## src/sv/ts_packet_payload_extractor_macros.svh

```systemverilog
// Assertion macros shared by the transport stream payload extractor modules.
`ifndef TS_PACKET_PAYLOAD_EXTRACTOR_MACROS_SVH
`define TS_PACKET_PAYLOAD_EXTRACTOR_MACROS_SVH

// Condition that must hold at every clock edge outside reset.
`define TSPE_ASSERT(name, cond, msg) \
  name: assert property (@(posedge clk) disable iff (rst) (cond)) else $error(msg);

// Same-cycle implication.
`define TSPE_ASSERT_IMP(name, ante, cons, msg) \
  name: assert property (@(posedge clk) disable iff (rst) (ante) |-> (cons)) else $error(msg);

// Next-cycle implication.
`define TSPE_ASSERT_NEXT(name, ante, cons, msg) \
  name: assert property (@(posedge clk) disable iff (rst) (ante) |=> (cons)) else $error(msg);

`endif

```

## src/sv/tspe_pkg.sv

```systemverilog
// Package with the constants, codes and result type of the transport stream payload extractor.
`default_nettype none

package tspe_pkg;

  localparam int PACKET_BYTES = 188;
  localparam int POS_W = 8;
  localparam logic [POS_W-1:0] LAST_POS = POS_W'(PACKET_BYTES - 1);
  localparam logic [POS_W-1:0] HEADER_BYTES = POS_W'(4);

  localparam int DISCON_COUNT_BITS_DEFAULT = 16;
  localparam int DISCON_OUT_W = 16;

  localparam int PID_W = 13;
  localparam logic [PID_W-1:0] WANTED_PID_RESET = 13'h1102;

  localparam int CFG_INDEX_W = 1;
  localparam int CFG_DATA_W = PID_W;
  localparam logic [CFG_INDEX_W-1:0] REG_WANTED_PID = 1'd0;
  localparam logic [CFG_INDEX_W-1:0] REG_PID_FILTER_ENABLE = 1'd1;

  localparam int STATUS_W = 3;
  localparam logic [STATUS_W-1:0] ST_PASS = 3'd0;
  localparam logic [STATUS_W-1:0] ST_NOPAYLOAD = 3'd1;
  localparam logic [STATUS_W-1:0] ST_TERR = 3'd2;
  localparam logic [STATUS_W-1:0] ST_BADADAPT = 3'd3;
  localparam logic [STATUS_W-1:0] ST_PIDMISS = 3'd4;

  localparam int TDATA_W = 32;
  localparam int TUSER_W = 2;

  typedef struct packed {
    logic                    out_valid;
    logic [7:0]              payload_byte;
    logic                    unit_start;
    logic                    packet_done;
    logic [STATUS_W-1:0]     packet_status;
    logic [DISCON_OUT_W-1:0] discon_count;
  } tspe_result_t;

endpackage

`default_nettype wire

```

## src/sv/tspe_parser.sv

```systemverilog
// Header parser, continuity check and payload selection for one transport stream word.
`default_nettype none

`include "ts_packet_payload_extractor_macros.svh"

module tspe_parser
  import tspe_pkg::*;
#(
  parameter int DISCON_COUNT_BITS = DISCON_COUNT_BITS_DEFAULT
) (
  input  wire logic               clk,
  input  wire logic               rst,
  input  wire logic               step,
  input  wire logic [7:0]         data_byte,
  input  wire logic               packet_first,
  input  wire logic [PID_W-1:0]   wanted_pid,
  input  wire logic               pid_filter_enable,
  output tspe_result_t            result
);

  logic [POS_W-1:0]             byte_position, byte_position_next;
  logic                         flag_err, flag_err_next;
  logic                         flag_pusi, flag_pusi_next;
  logic                         flag_adapt, flag_adapt_next;
  logic                         flag_payload, flag_payload_next;
  logic [PID_W-1:0]             packet_pid, packet_pid_next;
  logic [POS_W-1:0]             payload_offset, payload_offset_next;
  logic [3:0]                   last_continuity, last_continuity_next;
  logic                         continuity_seen, continuity_seen_next;
  logic [DISCON_COUNT_BITS-1:0] discon_total, discon_total_next;
  logic [STATUS_W-1:0]          packet_verdict, packet_verdict_next;
  logic [POS_W-1:0]             pos;
  logic [POS_W:0]               adapt_end;
  logic [DISCON_OUT_W-1:0]      discon_low;
  logic                         emit;
  logic                         done;

  generate
    if (DISCON_COUNT_BITS >= DISCON_OUT_W) begin : g_trunc
      assign discon_low = discon_total_next[DISCON_OUT_W-1:0];
    end else begin : g_ext
      assign discon_low = {{(DISCON_OUT_W - DISCON_COUNT_BITS){1'b0}}, discon_total_next};
    end
  endgenerate

  always_comb begin
    pos = packet_first ? '0 : byte_position;
    adapt_end = (POS_W + 1)'(5) + {1'b0, data_byte};
    flag_err_next = flag_err;
    flag_pusi_next = flag_pusi;
    flag_adapt_next = flag_adapt;
    flag_payload_next = flag_payload;
    packet_pid_next = packet_pid;
    payload_offset_next = payload_offset;
    last_continuity_next = last_continuity;
    continuity_seen_next = continuity_seen;
    discon_total_next = discon_total;
    packet_verdict_next = packet_verdict;

    if (pos == POS_W'(0)) begin
      flag_err_next = 1'b0;
      flag_pusi_next = 1'b0;
      flag_adapt_next = 1'b0;
      flag_payload_next = 1'b0;
      packet_pid_next = '0;
      payload_offset_next = '0;
      packet_verdict_next = ST_PASS;
    end else if (pos == POS_W'(1)) begin
      flag_err_next = data_byte[7];
      flag_pusi_next = data_byte[6];
      packet_pid_next = {data_byte[4:0], 8'h00};
    end else if (pos == POS_W'(2)) begin
      packet_pid_next = {packet_pid[PID_W-1:8], data_byte};
    end else if (pos == POS_W'(3)) begin
      flag_adapt_next = data_byte[5];
      flag_payload_next = data_byte[4];
      if (pid_filter_enable && (packet_pid != wanted_pid)) begin
        packet_verdict_next = ST_PIDMISS;
      end else if (flag_err) begin
        packet_verdict_next = ST_TERR;
      end else begin
        if (continuity_seen && (4'(last_continuity + 4'd1) != data_byte[3:0])) begin
          if (discon_total != '1) begin
            discon_total_next = discon_total + DISCON_COUNT_BITS'(1);
          end
        end
        last_continuity_next = data_byte[3:0];
        continuity_seen_next = 1'b1;
        if (!data_byte[4]) begin
          packet_verdict_next = ST_NOPAYLOAD;
        end else begin
          packet_verdict_next = ST_PASS;
          payload_offset_next = data_byte[5] ? POS_W'(5) : POS_W'(4);
        end
      end
    end else if (pos == HEADER_BYTES) begin
      if ((packet_verdict == ST_PASS) && flag_adapt) begin
        if (adapt_end > {1'b0, LAST_POS}) begin
          packet_verdict_next = ST_BADADAPT;
        end else begin
          payload_offset_next = adapt_end[POS_W-1:0];
        end
      end
    end

    emit = (pos >= HEADER_BYTES) && (packet_verdict_next == ST_PASS)
           && (pos >= payload_offset_next);
    done = (pos == LAST_POS);
    byte_position_next = done ? '0 : pos + POS_W'(1);

    result.out_valid = emit;
    result.payload_byte = emit ? data_byte : 8'h00;
    result.unit_start = (emit || done) ? flag_pusi_next : 1'b0;
    result.packet_done = done;
    result.packet_status = done ? packet_verdict_next : ST_PASS;
    result.discon_count = discon_low;
  end

  always_ff @(posedge clk) begin
    if (rst) begin
      byte_position <= '0;
      flag_err <= 1'b0;
      flag_pusi <= 1'b0;
      flag_adapt <= 1'b0;
      flag_payload <= 1'b0;
      packet_pid <= '0;
      payload_offset <= '0;
      last_continuity <= '0;
      continuity_seen <= 1'b0;
      discon_total <= '0;
      packet_verdict <= ST_PASS;
    end else if (step) begin
      byte_position <= byte_position_next;
      flag_err <= flag_err_next;
      flag_pusi <= flag_pusi_next;
      flag_adapt <= flag_adapt_next;
      flag_payload <= flag_payload_next;
      packet_pid <= packet_pid_next;
      payload_offset <= payload_offset_next;
      last_continuity <= last_continuity_next;
      continuity_seen <= continuity_seen_next;
      discon_total <= discon_total_next;
      packet_verdict <= packet_verdict_next;
    end
  end

  `TSPE_ASSERT(a_pos_range, byte_position <= LAST_POS, "byte position beyond the packet")
  `TSPE_ASSERT_NEXT(a_discon_monotonic, !rst, discon_total >= $past(discon_total), "discontinuity count fell")
  `TSPE_ASSERT_IMP(a_emit_after_header, step && result.out_valid, pos >= HEADER_BYTES, "payload word inside the header")

endmodule

`default_nettype wire

```

## src/sv/ts_packet_payload_extractor.sv

```systemverilog
// Top level of the transport stream PID filter and payload extractor.
// The block takes one stream word per clock and returns exactly one result word for each, in the
// next cycle, through a single output register; a new word is taken whenever that register is
// empty or is being read in the same cycle, so the sustained rate is one word per clock. Every
// packet has 188 words; tuser marks word 0 and realigns the position count, and without it the
// count simply wraps. Payload words carry out_valid, the packet status appears on the word with
// tlast, and the discontinuity count is present on every result word.
`default_nettype none

`include "ts_packet_payload_extractor_macros.svh"

module ts_packet_payload_extractor
  import tspe_pkg::*;
#(
  parameter int DISCON_COUNT_BITS = DISCON_COUNT_BITS_DEFAULT
) (
  input  wire logic                   clk,
  input  wire logic                   rst,
  input  wire logic                   s_axis_tvalid,
  output      logic                   s_axis_tready,
  input  wire logic [7:0]             s_axis_tdata,   // [7:0] data_byte
  input  wire logic                   s_axis_tuser,   // [0] packet_first
  output      logic                   m_axis_tvalid,
  input  wire logic                   m_axis_tready,
  output      logic [TDATA_W-1:0]     m_axis_tdata,   // [7:0] payload_byte, [10:8] packet_status,
                                                      // [26:11] discon_count, [31:27] zero
  output      logic [TUSER_W-1:0]     m_axis_tuser,   // [0] out_valid, [1] unit_start
  output      logic                   m_axis_tlast,   // packet_done
  input  wire logic                   cfg_we,
  input  wire logic [CFG_INDEX_W-1:0] cfg_index,
  input  wire logic [CFG_DATA_W-1:0]  cfg_data
);

  logic [PID_W-1:0] wanted_pid;
  logic             pid_filter_enable;
  logic             step;
  tspe_result_t     result;
  tspe_result_t     out_reg;

  assign s_axis_tready = !m_axis_tvalid || m_axis_tready;
  assign step = s_axis_tvalid && s_axis_tready;

  always_ff @(posedge clk) begin
    if (rst) begin
      wanted_pid <= WANTED_PID_RESET;
      pid_filter_enable <= 1'b1;
    end else if (cfg_we) begin
      case (cfg_index)
        REG_WANTED_PID: begin
          wanted_pid <= cfg_data[PID_W-1:0];
        end
        REG_PID_FILTER_ENABLE: begin
          pid_filter_enable <= cfg_data[0];
        end
        default: begin
        end
      endcase
    end
  end

  tspe_parser #(
    .DISCON_COUNT_BITS(DISCON_COUNT_BITS)
  ) u_parser (
    .clk(clk),
    .rst(rst),
    .step(step),
    .data_byte(s_axis_tdata),
    .packet_first(s_axis_tuser),
    .wanted_pid(wanted_pid),
    .pid_filter_enable(pid_filter_enable),
    .result(result)
  );

  always_ff @(posedge clk) begin
    if (rst) begin
      m_axis_tvalid <= 1'b0;
    end else if (step) begin
      m_axis_tvalid <= 1'b1;
    end else if (m_axis_tready) begin
      m_axis_tvalid <= 1'b0;
    end
  end

  always_ff @(posedge clk) begin
    if (step) begin
      out_reg <= result;
    end
  end

  assign m_axis_tdata = {{(TDATA_W - DISCON_OUT_W - STATUS_W - 8){1'b0}},
                         out_reg.discon_count, out_reg.packet_status, out_reg.payload_byte};
  assign m_axis_tuser = {out_reg.unit_start, out_reg.out_valid};
  assign m_axis_tlast = out_reg.packet_done;

  `TSPE_ASSERT_IMP(a_payload_pass, m_axis_tvalid && m_axis_tuser[0] && m_axis_tlast, m_axis_tdata[10:8] == ST_PASS, "payload word with a failing status")
  `TSPE_ASSERT_IMP(a_idle_byte_zero, m_axis_tvalid && !m_axis_tuser[0], m_axis_tdata[7:0] == 8'h00, "data byte set on a non-payload word")
  `TSPE_ASSERT_IMP(a_unit_start_gated, m_axis_tvalid && !m_axis_tuser[0] && !m_axis_tlast, !m_axis_tuser[1], "unit start flag on a plain word")

endmodule

`default_nettype wire

```

## config.mk

```make
export PLATFORM = sky130hd
export DESIGN_NAME = ts_packet_payload_extractor
export DESIGN_NICKNAME = d
export VERILOG_FILES = /design/src/sv/tspe_pkg.sv /design/src/sv/tspe_parser.sv /design/src/sv/ts_packet_payload_extractor.sv
export VERILOG_INCLUDE_DIRS = /design/src /design/src/sv
export SDC_FILE = /design/constraint.sdc
export NUM_CORES = 1
export LEC_CHECK = 0
export BUFFER_PORTS_ARGS = -buffer_cell sky130_fd_sc_hd__clkbuf_2
export CAP_MARGIN = 20
export CORE_ASPECT_RATIO = 0.8
export CORE_MARGIN = 1
export CORE_UTILIZATION = 30
export CTS_CLUSTER_DIAMETER = 50
export DETAILED_ROUTE_END_ITERATION = 12
export PLACE_DENSITY = 0.51
export SKIP_LAST_GASP = 1
export SLEW_MARGIN = 20
export SYNTH_ARGS = -nofsm -noshare
export SYNTH_HDL_FRONTEND = slang
export SYNTH_SLANG_ARGS = --single-unit
```

## constraint.sdc

```tcl
create_clock -name clk -period 9.1 [get_ports clk]
set_clock_uncertainty 0.2 [all_clocks]
set_input_delay 1.82 -clock clk [delete_from_list [all_inputs] [get_ports clk]]
set_output_delay 1.82 -clock clk [all_outputs]
set_load 0.01 [all_outputs]
```

==> results by group, run 1 <==
Floorplanning
  – Area of the core: 0.0175 mm^2
  – Die area: 0.0187 mm^2
  – Io pins: 65
  – Chip Width: 152 um
  – Initial Util: 31.0%
  – Die Y-Extent: 122 um
  – # rows: 43

Synthesis
  – Mean post-synth cell area: 8.99 um^2
  – Yosys reg bits: 101
  – YS warnings: 0
  – Top_reg_cell synth: dfxtp_1
  – Sequential-to-total area share from yosys stat: 42.8%
  – Async S/R FF share, synth: 0%
  – Syn Inst Count: 604
  – Mapped cell area: 0.00543 mm^2
  – EDFF count, synth: 30
  – Post-synthesis cell type count: 69

Timing
  – RSZ-0062 raised after global routing: no
  – Final Setup Violations: 0
  – Highest Clock Rate: 163 MHz
  – Fin worst setup slack: 2.96 ns
  – Setup TNS: 0 ns
  – Final Hold Viols: 0
  – Least-Margin Pin Slew: 0.882 ns
  – Slew Viols, Final: 0
  – Fin crit period: 6.14 ns
  – Final period util: 67.5%
  – Rel. slew slack: 40.7%

Clock network
  – Clk root buf: clkbuf_16
  – Setup Fix Bufs, Post-CTS: 0
  – H-Tree Depth: 3
  – Clock slew at reported path FFs: 0.08 ns
  – Deepest clock path buffer count: 2
  – CTS tree: done
  – # hold bufs at CTS: 0
  – Clock Sinks: 101
  – CTS Buf Count: 9
  – Post-CTS sizing: 0
  – Clock latency on the worst-skew pair: 0.35 ns

Drt
  – Routed len/inst: 15.8 um
  – Post-route DRC: 5
  – Via density: 5.17
  – Vias: 4,459
  – DRT Pass-1 Iters: 8
  – Total wire length: 13.7 mm
  – DRT iter0 DRCs: 283
  – Post-route antenna net violation count: 0

Placement
  – GP Congestion: 0.822
  – Placed Area: 0.00583 mm^2
  – IO buf count: 59
  – Post-Place Setup Slack: 2.64 ns
  – HPWL after detailed placement: 9.52 mm

Finish
  – Final Util: 34.8%
  – Share of cells above drive strength 1: 14.4%
  – Fin area: 0.00610 mm^2
  – Commonest non-fill, non-tap cell in the layout: dfxtp_1
  – Layout area overhead: 12.4%
  – Most frequent cells in the layout: dfxtp_1, nand2_1, clkbuf_2
  – Antenna diodes: 0
  – Nets@finish: 677

Critical path
  – Setup crit start kind: input port
  – Critical Setup Path Class: input port to flop
  – Crit. End Element: flop
  – Worst-path maximum fanout: 19
  – Critical path arrival: 6.04 ns
  – Worst path required time: 9.00 ns

Global route
  – Vias in the first global route: 4,327
  – Pin count of the biggest net entering global routing: 70
  – Initial antenna violation count: 0
  – Global route overflow: 0
  – GRT Util Overall: 15.4%
  – First-pass GRT wire length: 22.7 mm

Hold path
  – Worst Hold Class: flop to flop

Status
  – Failing checks: DRC
  – Outcome: complete, but fails checks

Pwr
  – Pwr Density: 150 mW/mm^2
  – VDD IR-drop max: 126 uV
  – LEAKAGE: 2.17 nW

Flow run
  – MaxCap Viol Count: 0
synth_stat cells, types with 6 or more instances:
| cell type | instances | share of area (%) |
|---|---|---|
| xor2_1 | 7 | 1.1 |
| a21oi_1 | 48 | 4.4 |
| nand3_1 | 33 | 3.0 |
| clkbuf_1 | 30 | 2.1 |
| nor2b_1 | 8 | 0.92 |
| buf_2 | 8 | 0.74 |
| or4_1 | 10 | 1.4 |
| o211ai_1 | 6 | 0.83 |
| dfxtp_1 | 71 | 26 |
| ha_1 | 16 | 3.7 |
| nand4_1 | 7 | 0.81 |
| nor3_1 | 9 | 0.83 |
| a22oi_1 | 18 | 2.5 |
| inv_1 | 11 | 0.76 |
| o31ai_1 | 10 | 1.4 |
| mux2i_1 | 8 | 1.5 |
| edfxtp_1 | 30 | 17 |
| and2_1 | 11 | 1.3 |
| and3_1 | 8 | 0.92 |
| nand2b_1 | 9 | 1.0 |
| nand2_1 | 67 | 4.6 |
| nor2_1 | 51 | 3.5 |
| o21ai_0 | 10 | 0.92 |
| xnor2_1 | 28 | 4.5 |
area by class of cell:
cell class / count / area (um^2)
repair buffers: 61 / 310
inverters: 12 / 45.0
clock buffers: 10 / 229
clock inverters: 6 / 40.0
fillers: 1827 / 11400
multi-input cells: 448 / 2880
well taps: 225 / 282
flip-flops and latches: 101 / 2320
state kept, by name (all words and copies together) (netlist names):
register                  flops
u_parser.flag_adapt           1
u_parser.continuity_seen      1
pid_filter_enable             1
u_parser.flag_pusi            1
u_parser.discon_total        16
u_parser.byte_position        8
m_axis_tlast                  1
m_axis_tdata                 27
m_axis_tvalid                 1
u_parser.packet_pid          13
m_axis_tuser                  2
u_parser.last_continuity      4
u_parser.payload_offset       8
u_parser.packet_verdict       3
wanted_pid                   13
u_parser.flag_err             1
critical path: stages:
cell and delay (ns):
clkbuf_2 0.29, nand2b_1 0.27, ha_1 0.45, nor4bb_1 0.41
o2111ai_1 0.25, o31ai_4 0.77, mux2i_1 0.31, nor2_1 0.08
ha_1 0.28, nand2b_1 0.15, a21o_1 0.17, a21oi_1 0.14
o31ai_1 0.10, nand4_1 0.21, inv_1 0.15, and2_1 0.19
per-stage QoR:
| stage | power [mW] | hold WS (ns) | std cells |
|---|---|---|---|
| detailed placement | 0.567 | 0.252 | 847 |
| floorplan | 0.540 | 0.232 | 608 |
| global route | 0.955 | 0.286 | 863 |
| CTS | 0.926 | 0.262 | 863 |
| global placement | 0.566 | 0.256 | 847 |
| finish | 0.913 | 0.262 | 863 |
power by group:
| group | total [mW] | switching [mW] | internal (mW) |
|---|---|---|---|
| registers | 0.479 | 0.00566 | 0.474 |
| logic | 0.0772 | 0.0526 | 0.0246 |
| clock network | 0.357 | 0.172 | 0.185 |
| total | 0.913 | 0.230 | 0.683 |
worst paths after layout:
check                                         start                                      to  slack, ns  cells after the start
min          u_parser.byte_position[1]$_SDFFE_PP0P_  u_parser.byte_position[1]$_SDFFE_PP0P_       0.26                      2
min reg2reg  u_parser.byte_position[1]$_SDFFE_PP0P_  u_parser.byte_position[1]$_SDFFE_PP0P_       0.26                      2
max reg2reg  u_parser.byte_position[0]$_SDFFE_PP0P_           m_axis_tdata[3]$_SDFFCE_PN0P_       4.48                     15
max                                    s_axis_tuser           m_axis_tdata[3]$_SDFFCE_PN0P_       2.96                     16
logic make-up after synthesis:
kind of cell             share of synthesized area [%]
XOR/XNOR                                          6.06
other                                           0.0690
flip-flops                                        42.8
buffers and inverters                             4.75
AND/OR/NAND/NOR                                   23.0
multiplexers                                      2.51
adder cells (fa/ha/maj)                           3.69
AO/OA/AOI/OAI                                     17.2
routing by layer:
metal	track usage, %	share of wire, %	up-vias
met5	0	0	-
met4	4.23	1.1	0
met3	3.99	5.7	11
met2	23.2	41	103
met1	21.7	52	2092
li1	-	-	2253
No activity file was read; power rests on OpenSTA's default activity.
==> run 2, diff against run 1 <==
--- a/config.mk
+++ b/config.mk
@@ -13,7 +13,7 @@
 export CORE_UTILIZATION = 30
 export CTS_CLUSTER_DIAMETER = 50
 export DETAILED_ROUTE_END_ITERATION = 12
-export PLACE_DENSITY = 0.51
+export PLACE_DENSITY = 0.52
 export SKIP_LAST_GASP = 1
 export SLEW_MARGIN = 20
 export SYNTH_ARGS = -nofsm -noshare
==> constraint.sdc (replaced) <==
create_clock -name clk -period 5.4 [get_ports clk]
set_clock_uncertainty 0.2 [all_clocks]
set_input_delay 1.08 -clock clk [delete_from_list [all_inputs] [get_ports clk]]
set_output_delay 1.08 -clock clk [all_outputs]
set_load 0.01 [all_outputs]
==> run 2 against run 1 <==
The flow still finishes with violations (DRC). Sequential power is 69% higher. Largest power group unchanged. Hold slack better by 0.010 ns. Global-route usage hardly changed.
==> results by group, run 2 (same netlist as run 1, synthesis figures left out) <==
Status
  – Outcome: complete, but fails checks (unchanged)
  – Failing checks: DRC (unchanged)

Timing
  – Rel. slew slack: 41.5% (was 40.7%)
  – Slew Viols, Final: 0 (unchanged)
  – Final Setup Violations: 0 (unchanged)
  – Highest Clock Rate: 210 MHz
  – Final Hold Viols: 0 (unchanged)
  – Setup TNS: 0 ns (unchanged)
  – Fin crit period: 4.76 ns
  – Hold WS: 0.272 ns (was 0.262 ns)
  – RSZ-0062 raised after global routing: no (unchanged)
  – Final period util: 88.1%
  – Least-Margin Pin Slew: 0.870 ns (was 0.882 ns)

Global route
  – Initial antenna violation count: 0 (unchanged)
  – Pin count of the biggest net entering global routing: 39 (was 70)
  – Vias in the first global route: 4,359 (was 4,327)
  – GRT Util Overall: 15.5% (was 15.4%)
  – Global route overflow: 0 (unchanged)
  – First-pass GRT wire length: 22.9 mm (was 22.7 mm)

Clock network
  – Clk root buf: clkbuf_16 (unchanged)
  – Setup Fix Bufs, Post-CTS: 0 (unchanged)
  – Deepest clock path buffer count: 2 (unchanged)
  – Clock slew at reported path FFs: 0.07 ns (was 0.08 ns)
  – Clock Sinks: 101 (unchanged)
  – H-Tree Depth: 3 (unchanged)
  – CTS Buf Count: 9 (unchanged)
  – # hold bufs at CTS: 0 (unchanged)
  – CTS tree: done (unchanged)
  – Clock latency on the worst-skew pair: 0.34 ns (was 0.35 ns)
  – Post-CTS sizing: 0 (unchanged)

Critical path
  – Crit. End Element: flop (unchanged)
  – Setup crit start kind: input port (unchanged)
  – Critical Setup Path Class: input port to flop (unchanged)
  – Critical path arrival: 4.65 ns (was 6.04 ns)
  – Worst path required time: 5.30 ns (was 9.00 ns)
  – Worst-path maximum fanout: 16 (was 19)

Floorplanning
  – # rows: 43 (unchanged)
  – Initial Util: 31.0% (unchanged)
  – Chip Width: 152 um (unchanged)
  – Die Y-Extent: 122 um (unchanged)
  – Io pins: 65 (unchanged)
  – Area of the core: 0.0175 mm^2 (unchanged)
  – Die area: 0.0187 mm^2 (unchanged)

Drt
  – DRT Pass-1 Iters: 9 (was 8)
  – Routed len/inst: 16.1 um (was 15.8 um)
  – Vias: 4,621 (was 4,459)
  – DRT iter0 DRCs: 346 (was 283)
  – Via density: 5.31 (was 5.17)
  – Post-route DRC: 5 (unchanged)
  – Post-route antenna net violation count: 0 (unchanged)
  – Total wire length: 14.0 mm (was 13.7 mm)

Finish
  – Commonest non-fill, non-tap cell in the layout: dfxtp_1 (unchanged)
  – Fill cells: 1,841 (was 1,827)
  – Share of cells above drive strength 1: 15.3% (was 14.4%)
  – Most frequent cells in the layout: dfxtp_1, nand2_1, clkbuf_2 (unchanged)
  – Antenna diodes: 0 (unchanged)
  – Layout area overhead: 13.4% (was 12.4%)
  – Storage cell area: 0.00232 mm^2 (unchanged)
  – Nets@finish: 684 (was 677)
  – Area of the multi-input gates: 0.00287 mm^2 (was 0.00288 mm^2)
  – Max FFs per register: 27 (unchanged)

Placement
  – IO buf count: 59 (unchanged)
  – HPWL after detailed placement: 9.86 mm (was 9.52 mm)
  – GP Congestion: 0.895 (was 0.822)

Hold path
  – Worst Hold Class: flop to flop (unchanged)

Flow run
  – MaxCap Viol Count: 0 (unchanged)

Pwr
  – VDD IR-drop max: 144 uV (was 126 uV)
  – LEAKAGE: 2.22 nW (was 2.17 nW)
  – Pwr Density: 253 mW/mm^2 (was 150 mW/mm^2)
## run 2: cell types whose count changed in the layout (fill, tap and decap cells not counted)
cell,delta
buf_4,+7
clkinvlp_4,-3
clkbuf_8,+2
clkbuf_1,+1
clkinv_1,-1
inv_4,+1
nor4_2,+1
nor4_4,-1
## run 2: routing by layer
metal	up-vias	track usage, %	share of wire, %
met5	-	0	0
met4	0	3.28	0.89
met3	9	3.71	6.0
met2	152	23.6	43
met1	2202	22.1	50
li1	2258	-	-
## run 2: power by group
part	total, mW	switching (mW)	internal (mW)
logic	0.133	0.0895	0.0438
registers	0.808	0.00944	0.798
clock network	0.620	0.281	0.339
total	1.56	0.380	1.18
## run 2: final timing paths
| check | from | endpoint | slack, ns | cells after the start |
|---|---|---|---|---|
| worst max-delay path | s_axis_tuser | m_axis_tdata[1]$_SDFFCE_PN0P_ | 0.64 | 16 |
| worst min-delay path | wanted_pid[7]$_SDFFE_PP0P_ | wanted_pid[7]$_SDFFE_PP0P_ | 0.27 | 2 |
| worst max register to register | u_parser.byte_position[0]$_SDFFE_PP0P_ | m_axis_tdata[1]$_SDFFCE_PN0P_ | 1.19 | 15 |
| worst min register to register | wanted_pid[7]$_SDFFE_PP0P_ | wanted_pid[7]$_SDFFE_PP0P_ | 0.27 | 2 |
## run 2: layout make-up
type	count	share of cell area, %
tap	225	4.57
clock buffer	13	4.23
timing repair buffer	68	5.89
sequential	101	37.7
multi-input combinational	448	46.5
inverter	12	0.731
clock inverter	3	0.325
## run 2: stage by stage
step           util, %  setup slack (ns)  instances  cell area, um^2  power [mW]
2_1_floorplan        -             0.403        608             5450       0.909
3_3_place_gp      33.5             0.580        854             5880       0.956
3_5_place_dp      33.5             0.368        854             5880       0.958
4_1_cts           35.1             0.711        870             6160        1.58
5_1_grt           35.1             0.352        870             6160        1.62
6_report          35.1             0.644        870             6160        1.56
## run 2: worst max-delay path, stage by stage
cell,delay (ns)
clkbuf_2,0.11
nand2b_1,0.19
ha_1,0.20
nor4bb_1,0.40
o2111ai_1,0.31
o31ai_4,0.43
buf_4,0.26
o211ai_1,0.12
ha_1,0.35
o211ai_1,0.22
nor2_1,0.08
a211oi_1,0.20
o31ai_1,0.11
nand4_1,0.22
inv_1,0.18
and2_1,0.20
==> run 3, diff against run 2 <==
--- a/config.mk
+++ b/config.mk
@@ -7,11 +7,12 @@
 export NUM_CORES = 1
 export LEC_CHECK = 0
 export BUFFER_PORTS_ARGS = -buffer_cell sky130_fd_sc_hd__clkbuf_2
-export CAP_MARGIN = 20
 export CORE_ASPECT_RATIO = 0.8
 export CORE_MARGIN = 1
 export CORE_UTILIZATION = 30
+export CTS_BUF_LIST = sky130_fd_sc_hd__clkbuf_4 sky130_fd_sc_hd__clkbuf_8 sky130_fd_sc_hd__clkbuf_16
 export CTS_CLUSTER_DIAMETER = 50
+export CTS_CLUSTER_SIZE = 40
 export DETAILED_ROUTE_END_ITERATION = 12
 export PLACE_DENSITY = 0.52
 export SKIP_LAST_GASP = 1
==> run 3 against run 2 <==
The flow still finishes with violations (DRC). Sequential power about the same. Design area grew 0.12%. Non-clock buffer count did not move. Critical path type unchanged.
==> results by group, run 3 (same netlist as run 1, synthesis figures left out) <==
Clock network
  – CTS tree: done (unchanged)
  – Deepest clock path buffer count: 2 (unchanged)
  – Setup Fix Bufs, Post-CTS: 0 (unchanged)
  – Clock latency on the worst-skew pair: 0.34 ns (about the same)
  – Clk root buf: clkbuf_16 (unchanged)
  – CTS Buf Count: 9 (unchanged)
  – H-Tree Depth: 3 (unchanged)
  – Clock slew at reported path FFs: 0.07 ns (about the same)
  – # hold bufs at CTS: 0 (unchanged)
  – Clock Sinks: 101 (unchanged)
  – Post-CTS sizing: 0 (unchanged)

Critical path
  – Crit-path max cell delay: 0.43 ns (about the same)
  – Setup crit start kind: input port (unchanged)
  – Origin of the critical flop-to-flop path: u_parser.byte_position[0]$_SDFFE_PP0P_ (unchanged)
  – CP cell instances: clkbuf_2, nand2b_1, ha_1, nor4bb_1, o2111ai_1, o31ai_4, buf_4, o211ai_1, ha_1, o211ai_1, nor2_1, a211oi_1, o31ai_1, nand4_1, inv_1, and2_1 (unchanged)
  – Crit. End Element: flop (unchanged)
  – FF-to-FF setup slack: 1.19 ns (about the same)
  – Cell family with most CP delay: compound AO/OA/AOI/OAI gates (unchanged)
  – Worst path required time: 5.30 ns (about the same)
  – CP max stage cell: o31ai_4 (unchanged)
  – Reg-to-reg endpoint: m_axis_tdata[1]$_SDFFCE_PN0P_ (unchanged)
  – Critical path launch point: s_axis_tuser (unchanged)
  – Critical path arrival: 4.65 ns (about the same)
  – WP buf/inv: 3 (unchanged)
  – Critical Setup Path Class: input port to flop (unchanged)
  – CP Depth: 16 (unchanged)
  – R2R cell count: 15 (unchanged)
  – Worst-path maximum fanout: 16 (unchanged)
  – Crit path to: m_axis_tdata[1]$_SDFFCE_PN0P_ (unchanged)

Pwr
  – Overall power: 1.57 mW (was 1.56 mW)
  – Pwr Density: 255 mW/mm^2 (was 253 mW/mm^2)
  – VDD IR-drop max: 154 uV (was 144 uV)
  – LEAKAGE: 2.23 nW (was 2.22 nW)

Timing
  – Slew Viols, Final: 0 (unchanged)
  – Setup TNS: 0 ns (unchanged)
  – Final Hold Viols: 0 (unchanged)
  – Least-Margin Pin Slew: 0.861 ns (was 0.870 ns)
  – Final period util: 88.1% (about the same)
  – Fin worst setup slack: 0.642 ns (was 0.644 ns)
  – RSZ-0062 raised after global routing: no (unchanged)
  – Final Setup Violations: 0 (unchanged)
  – Highest Clock Rate: 210 MHz (about the same)
  – Fin crit period: 4.76 ns (about the same)
  – Hold WS: 0.273 ns (was 0.272 ns)
  – Rel. slew slack: 42.1% (was 41.5%)

Status
  – Outcome: complete, but fails checks (unchanged)
  – Failing checks: DRC (unchanged)

Floorplanning
  – Die Y-Extent: 122 um (unchanged)
  – # rows: 43 (unchanged)
  – Io pins: 65 (unchanged)
  – Initial Util: 31.0% (unchanged)
  – Die area: 0.0187 mm^2 (unchanged)
  – Chip Width: 152 um (unchanged)
  – Area of the core: 0.0175 mm^2 (unchanged)

Drt
  – DRT Pass-1 Iters: 9 (unchanged)
  – Via density: 5.26 (was 5.31)
  – DRT iter0 DRCs: 293 (was 346)
  – Routed len/inst: 16.0 um (was 16.1 um)
  – Vias: 4,579 (was 4,621)
  – Post-route antenna net violation count: 0 (unchanged)
  – Post-route DRC: 5 (unchanged)
  – Total wire length: 13.9 mm (was 14.0 mm)

Global route
  – Pin count of the biggest net entering global routing: 39 (unchanged)
  – Global route overflow: 0 (unchanged)
  – GRT Util Overall: 15.4% (was 15.5%)
  – Vias in the first global route: 4,351 (was 4,359)
  – First-pass GRT wire length: 22.9 mm (about the same)
  – Initial antenna violation count: 0 (unchanged)

Finish
  – Commonest non-fill, non-tap cell in the layout: dfxtp_1 (unchanged)
  – Nets@finish: 684 (unchanged)
  – Fill cells: 1,839 (was 1,841)
  – Layout area overhead: 13.5% (was 13.4%)
  – Area of the multi-input gates: 0.00287 mm^2 (unchanged)
  – Storage cell area: 0.00232 mm^2 (unchanged)
  – Most frequent cells in the layout: dfxtp_1, nand2_1, clkbuf_2 (unchanged)
  – Max FFs per register: 27 (unchanged)
  – Share of cells above drive strength 1: 15.7% (was 15.3%)
  – Layout Cells excl Fill: 870 (unchanged)
  – Antenna diodes: 0 (unchanged)

Placement
  – IO buf count: 59 (unchanged)
  – HPWL after detailed placement: 9.86 mm (unchanged)
  – GP Congestion: 0.895 (unchanged)
  – Post-Place Setup Slack: 0.368 ns (unchanged)
  – Cell total after placement: 854 (unchanged)

Flow run
  – MaxCap Viol Count: 0 (unchanged)

Hold path
  – Worst Hold Class: flop to flop (unchanged)
  – Hold path cells: 2 (unchanged)
[run 3: routing by layer]
layer	wire length, um	GRT usage [%]	up-vias
met4	120	3.28	0
met1	7140	22.1	2182
met2	5950	23.7	130
met5	0	0	-
li1	-	-	2258
met3	741	3.39	9
[run 3: area by class of cell]
type | count | share of cell area (%)
multi-input cells | 448 | 46.5
well taps | 225 | 4.57
repair buffers | 68 | 5.88
clock inverters | 3 | 0.325
clock buffers | 13 | 4.34
flip-flops and latches | 101 | 37.7
inverters | 12 | 0.731
[run 3: how the worst min path moves through the flow]
stage                                      startpoint                                endpoint
5_1_grt        u_parser.byte_position[1]$_SDFFE_PP0P_  u_parser.byte_position[1]$_SDFFE_PP0P_
3_5_place_dp   u_parser.byte_position[1]$_SDFFE_PP0P_  u_parser.byte_position[1]$_SDFFE_PP0P_
2_1_floorplan  u_parser.byte_position[1]$_SDFFE_PP0P_  u_parser.byte_position[1]$_SDFFE_PP0P_
3_3_place_gp   u_parser.byte_position[1]$_SDFFE_PP0P_  u_parser.byte_position[1]$_SDFFE_PP0P_
4_1_cts        u_parser.byte_position[1]$_SDFFE_PP0P_  u_parser.byte_position[1]$_SDFFE_PP0P_
6_report                   wanted_pid[0]$_SDFFE_PP0P_              wanted_pid[0]$_SDFFE_PP0P_
[run 3: per-stage QoR]
| step | cell area (um^2) | utilization (%) |
|---|---|---|
| global route | 6170 | 35.2 |
| detailed placement | 5880 | 33.5 |
| CTS | 6170 | 35.2 |
| floorplan | 5450 | - |
| global placement | 5880 | 33.5 |
| finish | 6170 | 35.2 |
[run 3: worst register-to-register path, stage by stage (launching register included)]
cell,delay [ns]
dfxtp_1,0.33
nand2b_1,0.15
ha_1,0.20
nor4bb_1,0.39
o2111ai_1,0.32
o31ai_4,0.43
buf_4,0.26
o211ai_1,0.13
ha_1,0.35
o211ai_1,0.22
nor2_1,0.08
a211oi_1,0.20
o31ai_1,0.11
nand4_1,0.22
inv_1,0.18
and2_1,0.20
[run 3: power breakdown]
part	switching [mW]	leakage (nW)	internal [mW]
clock network	0.282	0.147	0.349
logic	0.0897	1.21	0.0438
registers	0.00945	0.875	0.798
